### config.mk
export PLATFORM = sky130hd
export DESIGN_NAME = scope_trace_plotter_core
export DESIGN_NICKNAME = d
export VERILOG_FILES = /design/src/stp_pkg.sv /design/src/stp_ram.sv /design/src/scope_trace_plotter_core.sv
export SDC_FILE = /design/constraint.sdc
export NUM_CORES = 2
export LEC_CHECK = 0
export BUFFER_PORTS_ARGS = -buffer_cell sky130_fd_sc_hd__buf_4
export CAP_MARGIN = 20
export CORE_ASPECT_RATIO = 0.9
export CORE_MARGIN = 8
export CORE_UTILIZATION = 49
export DETAILED_ROUTE_END_ITERATION = 12
export PLACE_DENSITY_LB_ADDON = 0.05
export SLEW_MARGIN = 25
export SYNTH_ARGS = -nofsm -noshare
export SYNTH_HDL_FRONTEND = slang
export SYNTH_SLANG_ARGS = --single-unit
### constraint.sdc
create_clock -name clock -period 17.55 [get_ports clock]
set_input_delay 3.51 -clock clock [delete_from_list [all_inputs] [get_ports clock]]
set_output_delay 3.51 -clock clock [all_outputs]
set_load 0.005 [all_outputs]
### src/stp_pkg.sv
`timescale 1ns / 1ps
`default_nettype none
// ----------------------------------------------------------------------------
// stp_pkg
// Shared types and constants of the scope trace plotter.
// ----------------------------------------------------------------------------
package stp_pkg;

   localparam int COLUMNS_DEFAULT = 320;
   localparam int ROWS_DEFAULT    = 240;

   localparam int SAMPLE_W = 16;
   localparam int GAIN_W   = 3;
   localparam int COLOR_W  = 8;
   localparam int LED_W    = 7;
   localparam int KIND_W   = 2;

   // sample / 274 == ((sample >> 1) * 30616) >> 22, exact over 16 bits
   localparam int                DIV_PRE_W = SAMPLE_W - 1;
   localparam logic [DIV_PRE_W-1:0] DIV_MULT = 15'd30616;
   localparam int                DIV_SHIFT = 22;
   localparam int                PROD_W    = 2 * DIV_PRE_W;
   localparam int                QUOT_W    = PROD_W - DIV_SHIFT;

   localparam logic [COLOR_W-1:0] TRACE_COLOR_RESET      = 8'd252;
   localparam logic [COLOR_W-1:0] GRID_COLOR_RESET       = 8'd3;
   localparam logic [COLOR_W-1:0] AXIS_COLOR_RESET       = 8'd73;
   localparam logic [COLOR_W-1:0] BACKGROUND_COLOR_RESET = 8'd0;

   localparam int CSR_ADDR_W = 4;
   localparam int CSR_DATA_W = 32;

   typedef enum logic [1:0] {
      REG_TRACE_COLOR      = 2'd0,
      REG_GRID_COLOR       = 2'd1,
      REG_AXIS_COLOR       = 2'd2,
      REG_BACKGROUND_COLOR = 2'd3
   } reg_index_type;

   typedef enum logic [KIND_W-1:0] {
      CMD_CLEAR = 2'd0,
      CMD_PIXEL = 2'd1,
      CMD_VLINE = 2'd2
   } cmd_kind_type;

   // per-sample command slots, emitted lowest first
   localparam int STEP_CLEAR = 0;
   localparam int STEP_ERASE = 1;
   localparam int STEP_GRID  = 2;
   localparam int STEP_AXIS  = 3;
   localparam int STEP_TRACE = 4;
   localparam int NUM_STEPS  = 5;

endpackage
`default_nettype wire

### src/stp_ram.sv
`timescale 1ns / 1ps
`default_nettype none
// ----------------------------------------------------------------------------
// stp_ram
// Simple dual-port RAM, one write and one registered read port.
// ----------------------------------------------------------------------------
module stp_ram #(
   parameter int WIDTH = 8,
   parameter int DEPTH = 320
) (
   input  wire logic                     clock,
   input  wire logic                     wr_en,
   input  wire logic [$clog2(DEPTH)-1:0] wr_addr,
   input  wire logic [WIDTH-1:0]         wr_data,
   input  wire logic                     rd_en,
   input  wire logic [$clog2(DEPTH)-1:0] rd_addr,
   output logic      [WIDTH-1:0]         rd_data
);

   logic [WIDTH-1:0] mem_ff [DEPTH];
   logic [WIDTH-1:0] rd_data_ff;

   always_ff @(posedge clock) begin
      if (wr_en) begin
         mem_ff[wr_addr] <= wr_data;
      end
      if (rd_en) begin
         rd_data_ff <= mem_ff[rd_addr];
      end
   end

   assign rd_data = rd_data_ff;

endmodule
`default_nettype wire

### src/scope_trace_plotter_core.sv
`timescale 1ns / 1ps
`default_nettype none
// ----------------------------------------------------------------------------
// scope_trace_plotter_core
// Sweeping oscilloscope trace plotter: turns converter samples into draw
// commands (clear, erase pixel, grid/axis lines, trace pixel).
//
// Input channel req_*: one beat per converter sample plus gain code.
// Result channel rsp_*: 2 to 4 command beats per sample, last one flagged
// by rsp_last_cmd. Order: clear, erase, grid line, axis line, trace pixel.
// Config port: APB-style, four 8-bit colour registers at 0x0..0xC.
// Stages: sample staged in stage 1, then command queue, then output register.
// Throughput: one command beat per cycle through the output register while
// the receiver does not stall; the next sample is taken while the current
// one drains, and its row RAM read overlaps.
// Stored rows live in a COLUMNS-deep RAM; a fill count marks the written
// prefix, unwritten columns read as ROWS/2. No clearing pass at reset.
// Reset: colours to defaults, sweep to column 0, next sample gives a clear.
// When the receiver stalls, the output beat holds and req_stall rises once
// the staging register and command queue are both occupied.
// ----------------------------------------------------------------------------
module scope_trace_plotter_core #(
   parameter int COLUMNS = stp_pkg::COLUMNS_DEFAULT,
   parameter int ROWS    = stp_pkg::ROWS_DEFAULT
) (
   input  wire logic                              clock,
   input  wire logic                              reset,
   // input channel
   input  wire logic                              req_valid,
   output logic                                   req_stall,
   input  wire logic [stp_pkg::SAMPLE_W-1:0]      req_adc_sample,
   input  wire logic [stp_pkg::GAIN_W-1:0]        req_gain_code,
   // result channel
   output logic                                   rsp_valid,
   input  wire logic                              rsp_stall,
   output logic      [stp_pkg::KIND_W-1:0]        rsp_cmd_kind,
   output logic      [$clog2(COLUMNS)-1:0]        rsp_pos_x,
   output logic      [$clog2(ROWS)-1:0]           rsp_pos_y,
   output logic      [stp_pkg::COLOR_W-1:0]       rsp_color,
   output logic      [stp_pkg::GAIN_W-1:0]        rsp_gain_out,
   output logic      [stp_pkg::LED_W-1:0]         rsp_led_value,
   output logic                                   rsp_last_cmd,
   // config port
   input  wire logic                              psel,
   input  wire logic                              penable,
   input  wire logic                              pwrite,
   input  wire logic [stp_pkg::CSR_ADDR_W-1:0]    paddr,
   input  wire logic [stp_pkg::CSR_DATA_W-1:0]    pwdata,
   output logic      [stp_pkg::CSR_DATA_W-1:0]    prdata,
   output logic                                   pready
);

   localparam int XW        = $clog2(COLUMNS);
   localparam int YW        = $clog2(ROWS);
   localparam int FW        = $clog2(COLUMNS + 1);
   localparam int GRID_ROW  = ROWS / 8;
   localparam int GRID_COL  = COLUMNS / 10;
   localparam int NROW_MULT = (ROWS - 1) / GRID_ROW;
   localparam int NCOL_MULT = (COLUMNS - 1) / GRID_COL;
   localparam int MID_ROW   = ROWS / 2;
   localparam int MID_COL   = COLUMNS / 2;
   localparam int CMPW      = ((YW > stp_pkg::QUOT_W) ? YW : stp_pkg::QUOT_W) + 1;
   localparam int NS        = stp_pkg::NUM_STEPS;
   localparam int CW        = stp_pkg::COLOR_W;
   localparam int GW        = stp_pkg::GAIN_W;
   localparam int LW        = stp_pkg::LED_W;

   // ---------------- config registers ----------------
   logic [CW-1:0] trace_color_ff, grid_color_ff, axis_color_ff, background_color_ff;
   logic          csr_write;
   stp_pkg::reg_index_type csr_index;

   assign pready    = 1'b1;
   assign csr_write = psel && penable && pwrite && pready;
   assign csr_index = stp_pkg::reg_index_type'(paddr[3:2]);

   always_ff @(posedge clock) begin
      if (reset) begin
         trace_color_ff      <= stp_pkg::TRACE_COLOR_RESET;
         grid_color_ff       <= stp_pkg::GRID_COLOR_RESET;
         axis_color_ff       <= stp_pkg::AXIS_COLOR_RESET;
         background_color_ff <= stp_pkg::BACKGROUND_COLOR_RESET;
      end else if (csr_write) begin
         case (csr_index)
            stp_pkg::REG_TRACE_COLOR:      trace_color_ff      <= pwdata[CW-1:0];
            stp_pkg::REG_GRID_COLOR:       grid_color_ff       <= pwdata[CW-1:0];
            stp_pkg::REG_AXIS_COLOR:       axis_color_ff       <= pwdata[CW-1:0];
            stp_pkg::REG_BACKGROUND_COLOR: background_color_ff <= pwdata[CW-1:0];
            default: ;
         endcase
      end
   end

   always_comb begin
      prdata = '0;
      case (csr_index)
         stp_pkg::REG_TRACE_COLOR:      prdata[CW-1:0] = trace_color_ff;
         stp_pkg::REG_GRID_COLOR:       prdata[CW-1:0] = grid_color_ff;
         stp_pkg::REG_AXIS_COLOR:       prdata[CW-1:0] = axis_color_ff;
         stp_pkg::REG_BACKGROUND_COLOR: prdata[CW-1:0] = background_color_ff;
         default:                       prdata = '0;
      endcase
   end

   // ---------------- accept stage ----------------
   logic          accept;
   logic          started_ff;
   logic [GW-1:0] held_gain_ff;
   logic [XW-1:0] sweep_ff;
   logic          acc_clear;
   logic [XW-1:0] acc_x, acc_next;
   logic [XW+6:0] acc_led_wide;
   logic [NS-1:0] acc_mask;
   logic          acc_on_grid_col;
   logic [stp_pkg::PROD_W-1:0] acc_prod;

   assign accept = req_valid && !req_stall;

   always_comb begin
      acc_clear = !started_ff || (req_gain_code != held_gain_ff);
      acc_x     = acc_clear ? '0 : sweep_ff;
      acc_next  = (acc_x == XW'(COLUMNS - 1)) ? '0 : acc_x + XW'(1);
      acc_led_wide = ((XW + 7)'(req_gain_code) << 4) | (XW + 7)'(acc_next >> 5);
      acc_on_grid_col = 1'b0;
      for (int k = 0; k <= NCOL_MULT; k++) begin
         if (acc_x == XW'(k * GRID_COL)) acc_on_grid_col = 1'b1;
      end
      acc_mask = '0;
      acc_mask[stp_pkg::STEP_CLEAR] = acc_clear;
      acc_mask[stp_pkg::STEP_ERASE] = 1'b1;
      acc_mask[stp_pkg::STEP_GRID]  = acc_on_grid_col;
      acc_mask[stp_pkg::STEP_AXIS]  = (acc_x == XW'(MID_COL));
      acc_mask[stp_pkg::STEP_TRACE] = 1'b1;
      acc_prod = stp_pkg::PROD_W'(req_adc_sample >> 1) * stp_pkg::PROD_W'(stp_pkg::DIV_MULT);
   end

   always_ff @(posedge clock) begin
      if (reset) begin
         started_ff   <= 1'b0;
         held_gain_ff <= '0;
         sweep_ff     <= '0;
      end else if (accept) begin
         started_ff   <= 1'b1;
         held_gain_ff <= req_gain_code;
         sweep_ff     <= acc_next;
      end
   end

   // ---------------- stage 1: row RAM read, new row ----------------
   logic                       s1_valid_ff;
   logic [XW-1:0]              s1_x_ff;
   logic [NS-1:0]              s1_mask_ff;
   logic [stp_pkg::PROD_W-1:0] s1_prod_ff;
   logic [GW-1:0]              s1_gain_ff;
   logic [LW-1:0]              s1_led_ff;
   logic                       s1_move;

   logic [YW-1:0] ram_rd_data;
   logic [FW-1:0] fill_ff;
   logic          lw_valid_ff;
   logic [XW-1:0] lw_x_ff;
   logic [YW-1:0] lw_y_ff;

   logic [stp_pkg::QUOT_W-1:0] s1_quot;
   logic [CMPW-1:0]            s1_quot_ext;
   logic [YW-1:0]              s1_new_y, s1_old_y;
   logic                       s1_old_on_grid;
   logic [CW-1:0]              s1_erase_color;

   stp_ram #(
      .WIDTH (YW),
      .DEPTH (COLUMNS)
   ) u_rows (
      .clock   (clock),
      .wr_en   (s1_move),
      .wr_addr (s1_x_ff),
      .wr_data (s1_new_y),
      .rd_en   (accept),
      .rd_addr (acc_x),
      .rd_data (ram_rd_data)
   );

   always_comb begin
      s1_quot     = stp_pkg::QUOT_W'(s1_prod_ff >> stp_pkg::DIV_SHIFT);
      s1_quot_ext = CMPW'(s1_quot);
      if (s1_quot_ext > CMPW'(ROWS - 1)) s1_new_y = '0;
      else s1_new_y = YW'(CMPW'(ROWS - 1) - s1_quot_ext);

      // write from the previous beat lands on the same edge as our read
      if (lw_valid_ff && (lw_x_ff == s1_x_ff)) s1_old_y = lw_y_ff;
      else if (FW'(s1_x_ff) < fill_ff) s1_old_y = ram_rd_data;
      else s1_old_y = YW'(MID_ROW);

      s1_old_on_grid = 1'b0;
      for (int k = 0; k <= NROW_MULT; k++) begin
         if (s1_old_y == YW'(k * GRID_ROW)) s1_old_on_grid = 1'b1;
      end
      if (s1_old_on_grid) s1_erase_color = grid_color_ff;
      else if (s1_old_y == YW'(MID_ROW)) s1_erase_color = axis_color_ff;
      else s1_erase_color = background_color_ff;
   end

   always_ff @(posedge clock) begin
      if (reset) begin
         s1_valid_ff <= 1'b0;
      end else if (accept) begin
         s1_valid_ff <= 1'b1;
      end else if (s1_move) begin
         s1_valid_ff <= 1'b0;
      end
      if (accept) begin
         s1_x_ff    <= acc_x;
         s1_mask_ff <= acc_mask;
         s1_prod_ff <= acc_prod;
         s1_gain_ff <= req_gain_code;
         s1_led_ff  <= acc_led_wide[LW-1:0];
      end
   end

   always_ff @(posedge clock) begin
      if (reset) begin
         fill_ff     <= '0;
         lw_valid_ff <= 1'b0;
      end else if (s1_move) begin
         lw_valid_ff <= 1'b1;
         if (FW'(s1_x_ff) >= fill_ff) fill_ff <= FW'(s1_x_ff) + FW'(1);
      end
      if (s1_move) begin
         lw_x_ff <= s1_x_ff;
         lw_y_ff <= s1_new_y;
      end
   end

   // ---------------- command queue and output register ----------------
   logic [NS-1:0] mask_ff, mask_after, sel_bit;
   logic [XW-1:0] e_x_ff;
   logic [YW-1:0] e_old_y_ff, e_new_y_ff;
   logic [CW-1:0] e_erase_color_ff;
   logic [GW-1:0] e_gain_ff;
   logic [LW-1:0] e_led_ff;
   logic          out_load;

   stp_pkg::cmd_kind_type sel_kind;
   logic [XW-1:0]         sel_x;
   logic [YW-1:0]         sel_y;
   logic [CW-1:0]         sel_color;

   logic                  rsp_valid_ff;
   stp_pkg::cmd_kind_type rsp_cmd_kind_ff;
   logic [XW-1:0]         rsp_pos_x_ff;
   logic [YW-1:0]         rsp_pos_y_ff;
   logic [CW-1:0]         rsp_color_ff;
   logic [GW-1:0]         rsp_gain_out_ff;
   logic [LW-1:0]         rsp_led_value_ff;
   logic                  rsp_last_cmd_ff;

   always_comb begin
      sel_bit   = '0;
      sel_kind  = stp_pkg::CMD_PIXEL;
      sel_x     = e_x_ff;
      sel_y     = '0;
      sel_color = trace_color_ff;
      if (mask_ff[stp_pkg::STEP_CLEAR]) begin
         sel_bit[stp_pkg::STEP_CLEAR] = 1'b1;
         sel_kind  = stp_pkg::CMD_CLEAR;
         sel_x     = '0;
         sel_color = background_color_ff;
      end else if (mask_ff[stp_pkg::STEP_ERASE]) begin
         sel_bit[stp_pkg::STEP_ERASE] = 1'b1;
         sel_y     = e_old_y_ff;
         sel_color = e_erase_color_ff;
      end else if (mask_ff[stp_pkg::STEP_GRID]) begin
         sel_bit[stp_pkg::STEP_GRID] = 1'b1;
         sel_kind  = stp_pkg::CMD_VLINE;
         sel_color = grid_color_ff;
      end else if (mask_ff[stp_pkg::STEP_AXIS]) begin
         sel_bit[stp_pkg::STEP_AXIS] = 1'b1;
         sel_kind  = stp_pkg::CMD_VLINE;
         sel_color = axis_color_ff;
      end else begin
         sel_bit[stp_pkg::STEP_TRACE] = mask_ff[stp_pkg::STEP_TRACE];
         sel_y     = e_new_y_ff;
      end
      out_load   = (mask_ff != '0) && (!rsp_valid_ff || !rsp_stall);
      mask_after = out_load ? (mask_ff & ~sel_bit) : mask_ff;
      s1_move    = s1_valid_ff && (mask_after == '0);
      req_stall  = s1_valid_ff && !s1_move;
   end

   always_ff @(posedge clock) begin
      if (reset) begin
         mask_ff <= '0;
      end else begin
         mask_ff <= s1_move ? s1_mask_ff : mask_after;
      end
      if (s1_move) begin
         e_x_ff           <= s1_x_ff;
         e_old_y_ff       <= s1_old_y;
         e_new_y_ff       <= s1_new_y;
         e_erase_color_ff <= s1_erase_color;
         e_gain_ff        <= s1_gain_ff;
         e_led_ff         <= s1_led_ff;
      end
   end

   always_ff @(posedge clock) begin
      if (reset) begin
         rsp_valid_ff <= 1'b0;
      end else if (!rsp_valid_ff || !rsp_stall) begin
         rsp_valid_ff <= out_load;
      end
      if (out_load) begin
         rsp_cmd_kind_ff  <= sel_kind;
         rsp_pos_x_ff     <= sel_x;
         rsp_pos_y_ff     <= sel_y;
         rsp_color_ff     <= sel_color;
         rsp_gain_out_ff  <= e_gain_ff;
         rsp_led_value_ff <= e_led_ff;
         rsp_last_cmd_ff  <= (mask_after == '0);
      end
   end

   assign rsp_valid     = rsp_valid_ff;
   assign rsp_cmd_kind  = rsp_cmd_kind_ff;
   assign rsp_pos_x     = rsp_pos_x_ff;
   assign rsp_pos_y     = rsp_pos_y_ff;
   assign rsp_color     = rsp_color_ff;
   assign rsp_gain_out  = rsp_gain_out_ff;
   assign rsp_led_value = rsp_led_value_ff;
   assign rsp_last_cmd  = rsp_last_cmd_ff;

   // ---------------- assertions ----------------
   a_s1_has_pixels: assert property (@(posedge clock) disable iff (reset)
      s1_valid_ff |-> (s1_mask_ff[stp_pkg::STEP_ERASE] && s1_mask_ff[stp_pkg::STEP_TRACE]))
      else $error("staged sample lacks erase or trace command");

   a_stall_means_busy: assert property (@(posedge clock) disable iff (reset)
      req_stall |-> (s1_valid_ff && mask_ff != '0))
      else $error("input stalled with empty command queue");

   a_clear_not_last: assert property (@(posedge clock) disable iff (reset)
      (rsp_valid_ff && rsp_cmd_kind_ff == stp_pkg::CMD_CLEAR) |-> !rsp_last_cmd_ff)
      else $error("clear command flagged as last");

   a_fill_bound: assert property (@(posedge clock) disable iff (reset)
      s1_move |=> (fill_ff <= FW'(COLUMNS) && fill_ff > FW'(lw_x_ff)))
      else $error("fill count out of step with row writes");

   a_sweep_range: assert property (@(posedge clock) disable iff (reset)
      accept |=> (sweep_ff < XW'(COLUMNS) || sweep_ff == '0))
      else $error("sweep column beyond screen");

endmodule
`default_nettype wire

---- Yosys cells after proc, flatten, opt, wreduce, memory -nomap -nowiden ----
Memories as Yosys holds them, arrays and structs flattened. A register that Yosys moved wholly into a read port is not among the register bits.
Cells that the tools add are included.
storage, ports and cells
  register bits after elaboration ......... 192
  memories ................................ 1
  bits in latches ......................... 0
  memory bits (writable) .................. 2560
  word-level logic and storage cells ...... 133
  bits of input ports ..................... 62
  ROM bits ................................ 0
operators by class
  multiply operators ...................... 1
  shifts and indexed selects .............. 0
  reduce and logical (&&, ||, !) cells .... 27
  add/subtract/negate cells ............... 3
  multiplexer cells ....................... 41
  bitwise gates (word level) .............. 3
  equal/unequal tests ..................... 22
  divide/modulo/power cells ............... 0
  magnitude comparators ................... 3
memories
  name           depth  bits a word  read ports  clocked after Yosys merged registers in  write ports  RTL line       text
  u_rows.mem_ff  320    8            1           1                                        1            stp_ram.sv:20  logic [WIDTH-1:0] mem_ff [DEPTH];
operator list
  kind                                                                    count
  8-bit two-way mux                                                       12
  9-bit by 8-bit equality test with 1-bit output (second input constant)  4
  8-bit case mux with 4 select lines                                      1
  9-bit equality test (second input constant)                             3
  15-bit by 12-bit multiplier with 27-bit output (second input constant)  1
  8-bit equality test (second input constant)                             3
  1-bit two-way mux                                                       19
  9-bit by 1-bit adder with 9-bit output (second input constant)          2
  9-bit by 7-bit equality test with 1-bit output (second input constant)  2
  9-bit two-way mux                                                       2
  8-bit by 7-bit equality test with 1-bit output (second input constant)  2
  5-bit two-way mux                                                       2
  2-bit AND reduction                                                     5
  9-bit by 6-bit equality test with 1-bit output (second input constant)  1
  9-bit equality test                                                     1
  9-bit greater-or-equal comparator                                       1
  9-bit logical NOT                                                       1
  9-bit < comparator                                                      1
  9-bit OR reduction                                                      1
  8-bit by 5-bit equality test with 1-bit output (second input constant)  1
  8-bit by 6-bit equality test with 1-bit output (second input constant)  1
  8-bit greater-than comparator (second input constant)                   1
  8-bit logical NOT                                                       1
  8-bit subtractor (first input constant)                                 1
  17 further kinds                                                        31

---- Depth between registers and ports, before layout ----
  word-level depth ........................ 14
  mapped depth ............................ 18
  mapped depth without buffers ............ 18

---- Hierarchy ----
From an unflattened synthesis, not the netlist that was laid out.
unflattened totals
  cells, all modules ...................... 5626
  area total of the unflattened synthesis .. 110482.2 um^2
by module, submodules not included
  module                    cells each  area an instance (um^2)  times used
  stp_ram                   4606        99459.1                  1
  scope_trace_plotter_core  1020        11023.1                  1

---- Least setup slack after synthesis ----
OpenSTA, ideal clock, no wires.
  path type ............................... register to register
  from .................................... reg s1_prod_ff[26] (netlist name)
  to ...................................... reg e_new_y_ff[6] (data pin)
  arrival time ............................ 13.046 ns
  required time ........................... 14.859 ns
  cell stages (with the launch flop) ...... 3
  slack ................................... 1.813 ns
  path buffers ............................ 0
  setup time .............................. 2.691 ns
  cell sequence ........................... edfxtp_1 > ha_1 > o21ai_0
on the way
  cells in the longest elaborated chain, start to end .. 2
  elaborated cells on any way between the ends .. 3
ends and longest elaborated chain
  item                                                               RTL line                                                          text
  from (decl)                                                        scope_trace_plotter_core.sv:153                                   logic [stp_pkg::PROD_W-1:0] s1_prod_ff;
  from (signal assigned)                                             scope_trace_plotter_core.sv:214                                   s1_prod_ff <= acc_prod;
  8-bit subtractor or 8-bit greater-than comparator (tied branches)  scope_trace_plotter_core.sv:187, scope_trace_plotter_core.sv:186
  8-bit two-way mux (*)                                              scope_trace_plotter_core.sv:186                                   if (s1_quot_ext > CMPW'(ROWS - 1)) s1_new_y = '0;
  via s1_new_y[6]                                                    scope_trace_plotter_core.sv:166                                   logic [YW-1:0] s1_new_y, s1_old_y;
  to (signal assigned)                                               scope_trace_plotter_core.sv:299                                   e_new_y_ff <= s1_new_y;
  to (decl)                                                          scope_trace_plotter_core.sv:237                                   logic [YW-1:0] e_old_y_ff, e_new_y_ff;
The timed path passes the listed nets; every way through them passes the cells marked *.
A chain may end at the register's enable or synchronous reset.

---- Worst setup path after layout ----
  from .................................... in req_gain_code[2] (netlist name)
  to ...................................... reg u_rows.rd_data_ff[3], in the netlist u_rows.rd_data[3] (read register of u_rows.mem_ff) (data pin)
on the way
  cells in the longest elaborated chain, start to end .. 3
ends and longest elaborated chain
  item                   RTL line                         text
  from (decl)            scope_trace_plotter_core.sv:32   input wire logic [stp_pkg::GAIN_W-1:0] req_gain_code,
  3-bit inequality test  scope_trace_plotter_core.sv:120  acc_clear = !started_ff || (req_gain_code != held_gain_ff);
  1-bit logical OR       scope_trace_plotter_core.sv:120
  9-bit two-way mux      scope_trace_plotter_core.sv:121  acc_x = acc_clear ? '0 : sweep_ff;
  to (decl)              stp_ram.sv:21                    logic [WIDTH-1:0] rd_data_ff;
Every way passes these cells.

==> flow_metrics.py <==
metrics = {
    "run_status": {
        "status": "finished, final reports clean",
    },
    "yosys": {
        "ys_seq_area_share_pct": 71.6,
        "ys_top_cells_by_count": "2670 x edfxtp_1, 1007 x nand2_1, 460 x nor2_1",
        "dominantRegCellSynth": "edfxtp_1",
        "synth_top_area_cell": "edfxtp_1",
        "yosys_warnings": 0,
        "syn_avg_cell_area_sq_um": 14.9,
        "synth-edff-count": 2670,
        "yosysTopAreaCellShare_pct": 70.5,
        "synthTopCellsByArea": "edfxtp_1 71%, nand2_1 3.3%, mux2i_1 3.1%, mux4_2 2.9%, nor2_1 1.5%",
        "ys_async_sr_fraction_pct": 0,
        "netlist_instances": 7630,
        "ys_seq_elements": 2732,
        "synth_area_sq_um": 114000,
        "synth_cell_types": 87,
        "synth_most_common_cell": "edfxtp_1",
    },
    "setup_path": {
        "cpLargestDelayFamily": "simple AND/OR/NAND/NOR gates",
        "cp_max_fo": 156,
        "path_cells": "buf_4 -> xor2_1 -> buf_4 -> or4_4 -> clkinv_16 -> buf_12 -> buf_4 -> mux4_2 -> and2_1 -> o21ai_0 -> o311ai_1 -> or4_1 -> nor4_1 -> a31oi_1",
        "cp_num_buf_inv": 5,
        "critical_path_class": "input pin to register",
        "cp.required_ns": 18.17,
        "arrival_ns": 9.69,
        "timing.critical_path.mode_cell": "buf_4",
        "worst_setup_path_end_kind": "register",
        "start_kind": "input pin",
        "slowest_stage": "nor4_1",
        "slowest_delay_ns": 1.05,
    },
    "sta": {
        "setup_viol": 0,
        "skew_ns": 0.0545,
        "rsz0062_at_grt": "false",
        "finalHoldViolations": 0,
        "min_period_ns": 9.07,
        "finalCritPeriodShare_pct": 51.7,
        "max_slew_margin_pct": 18.7,
        "tightest_slew_ns": 1.21,
        "fin_tns_setup_ns": 0,
        "setup_slack_ns": 8.48,
        "slew_viol_final": 0,
        "fmax_mhz": 110,
    },
    "finish": {
        "finalNonFillerCells": 10907,
        "fin_area_sq_um": 126000,
        "area_growth_pct": 10.8,
        "multi_input_area_sq_um": 29300,
        "nets": 7893,
        "n_fill_cell": 18780,
        "area.sequential_sq_um": 81400,
        "layout-drive-gt1-share_pct": 12.0,
    },
    "place": {
        "preCtsSetupSlack_ns": 7.80,
        "dp_cells": 10397,
        "hpwl_um": 211000,
        "dpl_cell_area_sq_um": 117000,
        "gp_congestion": 0.880,
        "io_buffers": 82,
    },
    "clocking": {
        "cts_tree": "done",
        "cts_buffer_depth": 4,
        "cts_sinks": 2732,
        "cts_setup_buffers": 0,
        "cts_buffers": 300,
        "cts_resized": 0,
        "cts.clk_slew.worst_paths_ns": 0.06,
        "htreeDepth": 5,
        "cts_root_buf": "clkbuf_16",
        "worst_skew_pair.late_latency_ns": 0.94,
        "hold_buffers": 0,
    },
    "routing": {
        "wl_per_cell_um": 32.8,
        "first_pass_iters": 6,
        "vias_per_cell": 6.34,
        "dr_total_vias": 69161,
        "drc": 0,
        "wl_um": 358000,
        "drtIter0Drc": 9137,
        "ant_nets": 0,
    },
    "grt": {
        "antenna_found_initial": 28,
        "grt_max_degree": 192,
        "grt_pass1_vias": 65516,
        "overflow": 0,
        "grt_pass1_wl_um": 503000,
        "track_usage_pct": 28.3,
    },
    "hold_path": {
        "hold_class": "register to register",
    },
    "pwr": {
        "p_per_area_nw_per_um2": 132,
        "p_total_mw": 16.6,
        "irDropWorstVdd_mv": 0.248,
        "power_leakage_nw": 40.5,
    },
    "floorplanning": {
        "ios": 135,
        "start_util_pct": 49.3,
        "core_area_sq_um": 230000,
        "rows": 167,
        "die_area_sq_um": 248000,
        "die_y_um": 473,
        "dieWidth_um": 524,
    },
    "flow_run": {
        "cap_violations": 0,
    },
}
[cells by family after synthesis]
| group | synth area share [%] |
|---|---|
| other | 0.00661 |
| XOR/XNOR | 0.285 |
| multiplexers | 7.01 |
| buffers and inverters | 2.94 |
| AND/OR/NAND/NOR | 8.10 |
| flip-flops | 71.6 |
| adder cells (fa/ha/maj) | 2.47 |
| AO/OA/AOI/OAI | 7.55 |
[state kept, by name, summed over array words and instances, names as in the netlist, 9 cells and up]
signal and cells:
u_rows.mem_ff 2560, s1_x_ff 9, e_x_ff 9, fill_ff 9, sweep_ff 9, rsp_pos_x 9
[path summary, 6_finish.rpt]
kind | slack [ns] | from | endpoint | cells past startpoint
worst max register to register | 10.47 | sweep_ff[3]$_SDFFE_PP0P_ | u_rows.rd_data[3]$_DFFE_PP_ | 12
worst min-delay path | 0.42 | s1_gain_ff[2]$_DFFE_PP_ | e_gain_ff[2]$_DFFE_PP_ | 0
worst min register to register | 0.42 | s1_gain_ff[2]$_DFFE_PP_ | e_gain_ff[2]$_DFFE_PP_ | 0
worst max-delay path | 8.48 | req_gain_code[2] | u_rows.rd_data[3]$_DFFE_PP_ | 14
[through the flow]
| step | hold WS, ns | utilization (%) |
|---|---|---|
| final | 0.415 | 54.6 |
| after global routing | 0.422 | 54.6 |
| after CTS | 0.418 | 54.6 |
| after detailed placement | 0.405 | 50.8 |
| after global placement | 0.402 | 50.8 |
| after floorplan | 0.400 | - |
[routing by layer]
layer,wire (um),track usage [%],up-vias
met5,45,0,-
met1,149000,41.2,35583
met2,158000,42.0,3643
li1,-,-,29257
met3,37400,6.59,672
met4,13800,9.79,6
[cells in the final DEF, fill, tap and decap left out, types with 70 or more instances in the layout]
cell type / n
a211oi_1: 189
a21oi_1: 321
a31oi_1: 142
buf_4: 228
clkbuf_1: 89
clkbuf_16: 307
edfxtp_1: 2670
fa_1: 84
ha_1: 89
inv_1: 127
mux2_2: 111
mux2i_1: 346
mux4_2: 144
nand2_1: 991
nand3_1: 312
nor2_1: 447
nor2b_1: 103
o21ai_0: 145
o221ai_1: 70
[power breakdown]
group	switching, mW	leakage (nW)	total [mW]	internal, mW
registers	0.0347	24.6	8.52	8.48
clock network	2.47	4.24	5.78	3.31
logic	1.83	11.7	2.27	0.435
total	4.34	40.5	16.6	12.2
[area by class of cell]
| cell class | count | share of cell area (%) |
|---|---|---|
| well taps | 3042 | 3.02 |
| multi-input cells | 4243 | 23.3 |
| diodes | 12 | 0.0238 |
| clock inverters | 100 | 0.536 |
| inverters | 135 | 0.443 |
| clock buffers | 397 | 6.38 |
| flip-flops and latches | 2732 | 64.7 |
| repair buffers | 246 | 1.62 |
[worst register-to-register path, cell delays in order (launching register included)]
cell and delay, ns:
dfxtp_4 0.86, nand2_1 0.28, or4_4 0.66, clkinv_16 0.46
buf_12 0.67, buf_4 0.76, mux4_2 0.41, and2_1 0.16
o21ai_0 0.32, o311ai_1 0.27, or4_1 0.69, nor4_1 1.05
a31oi_1 0.17
(Power assumes the default switching activity.)
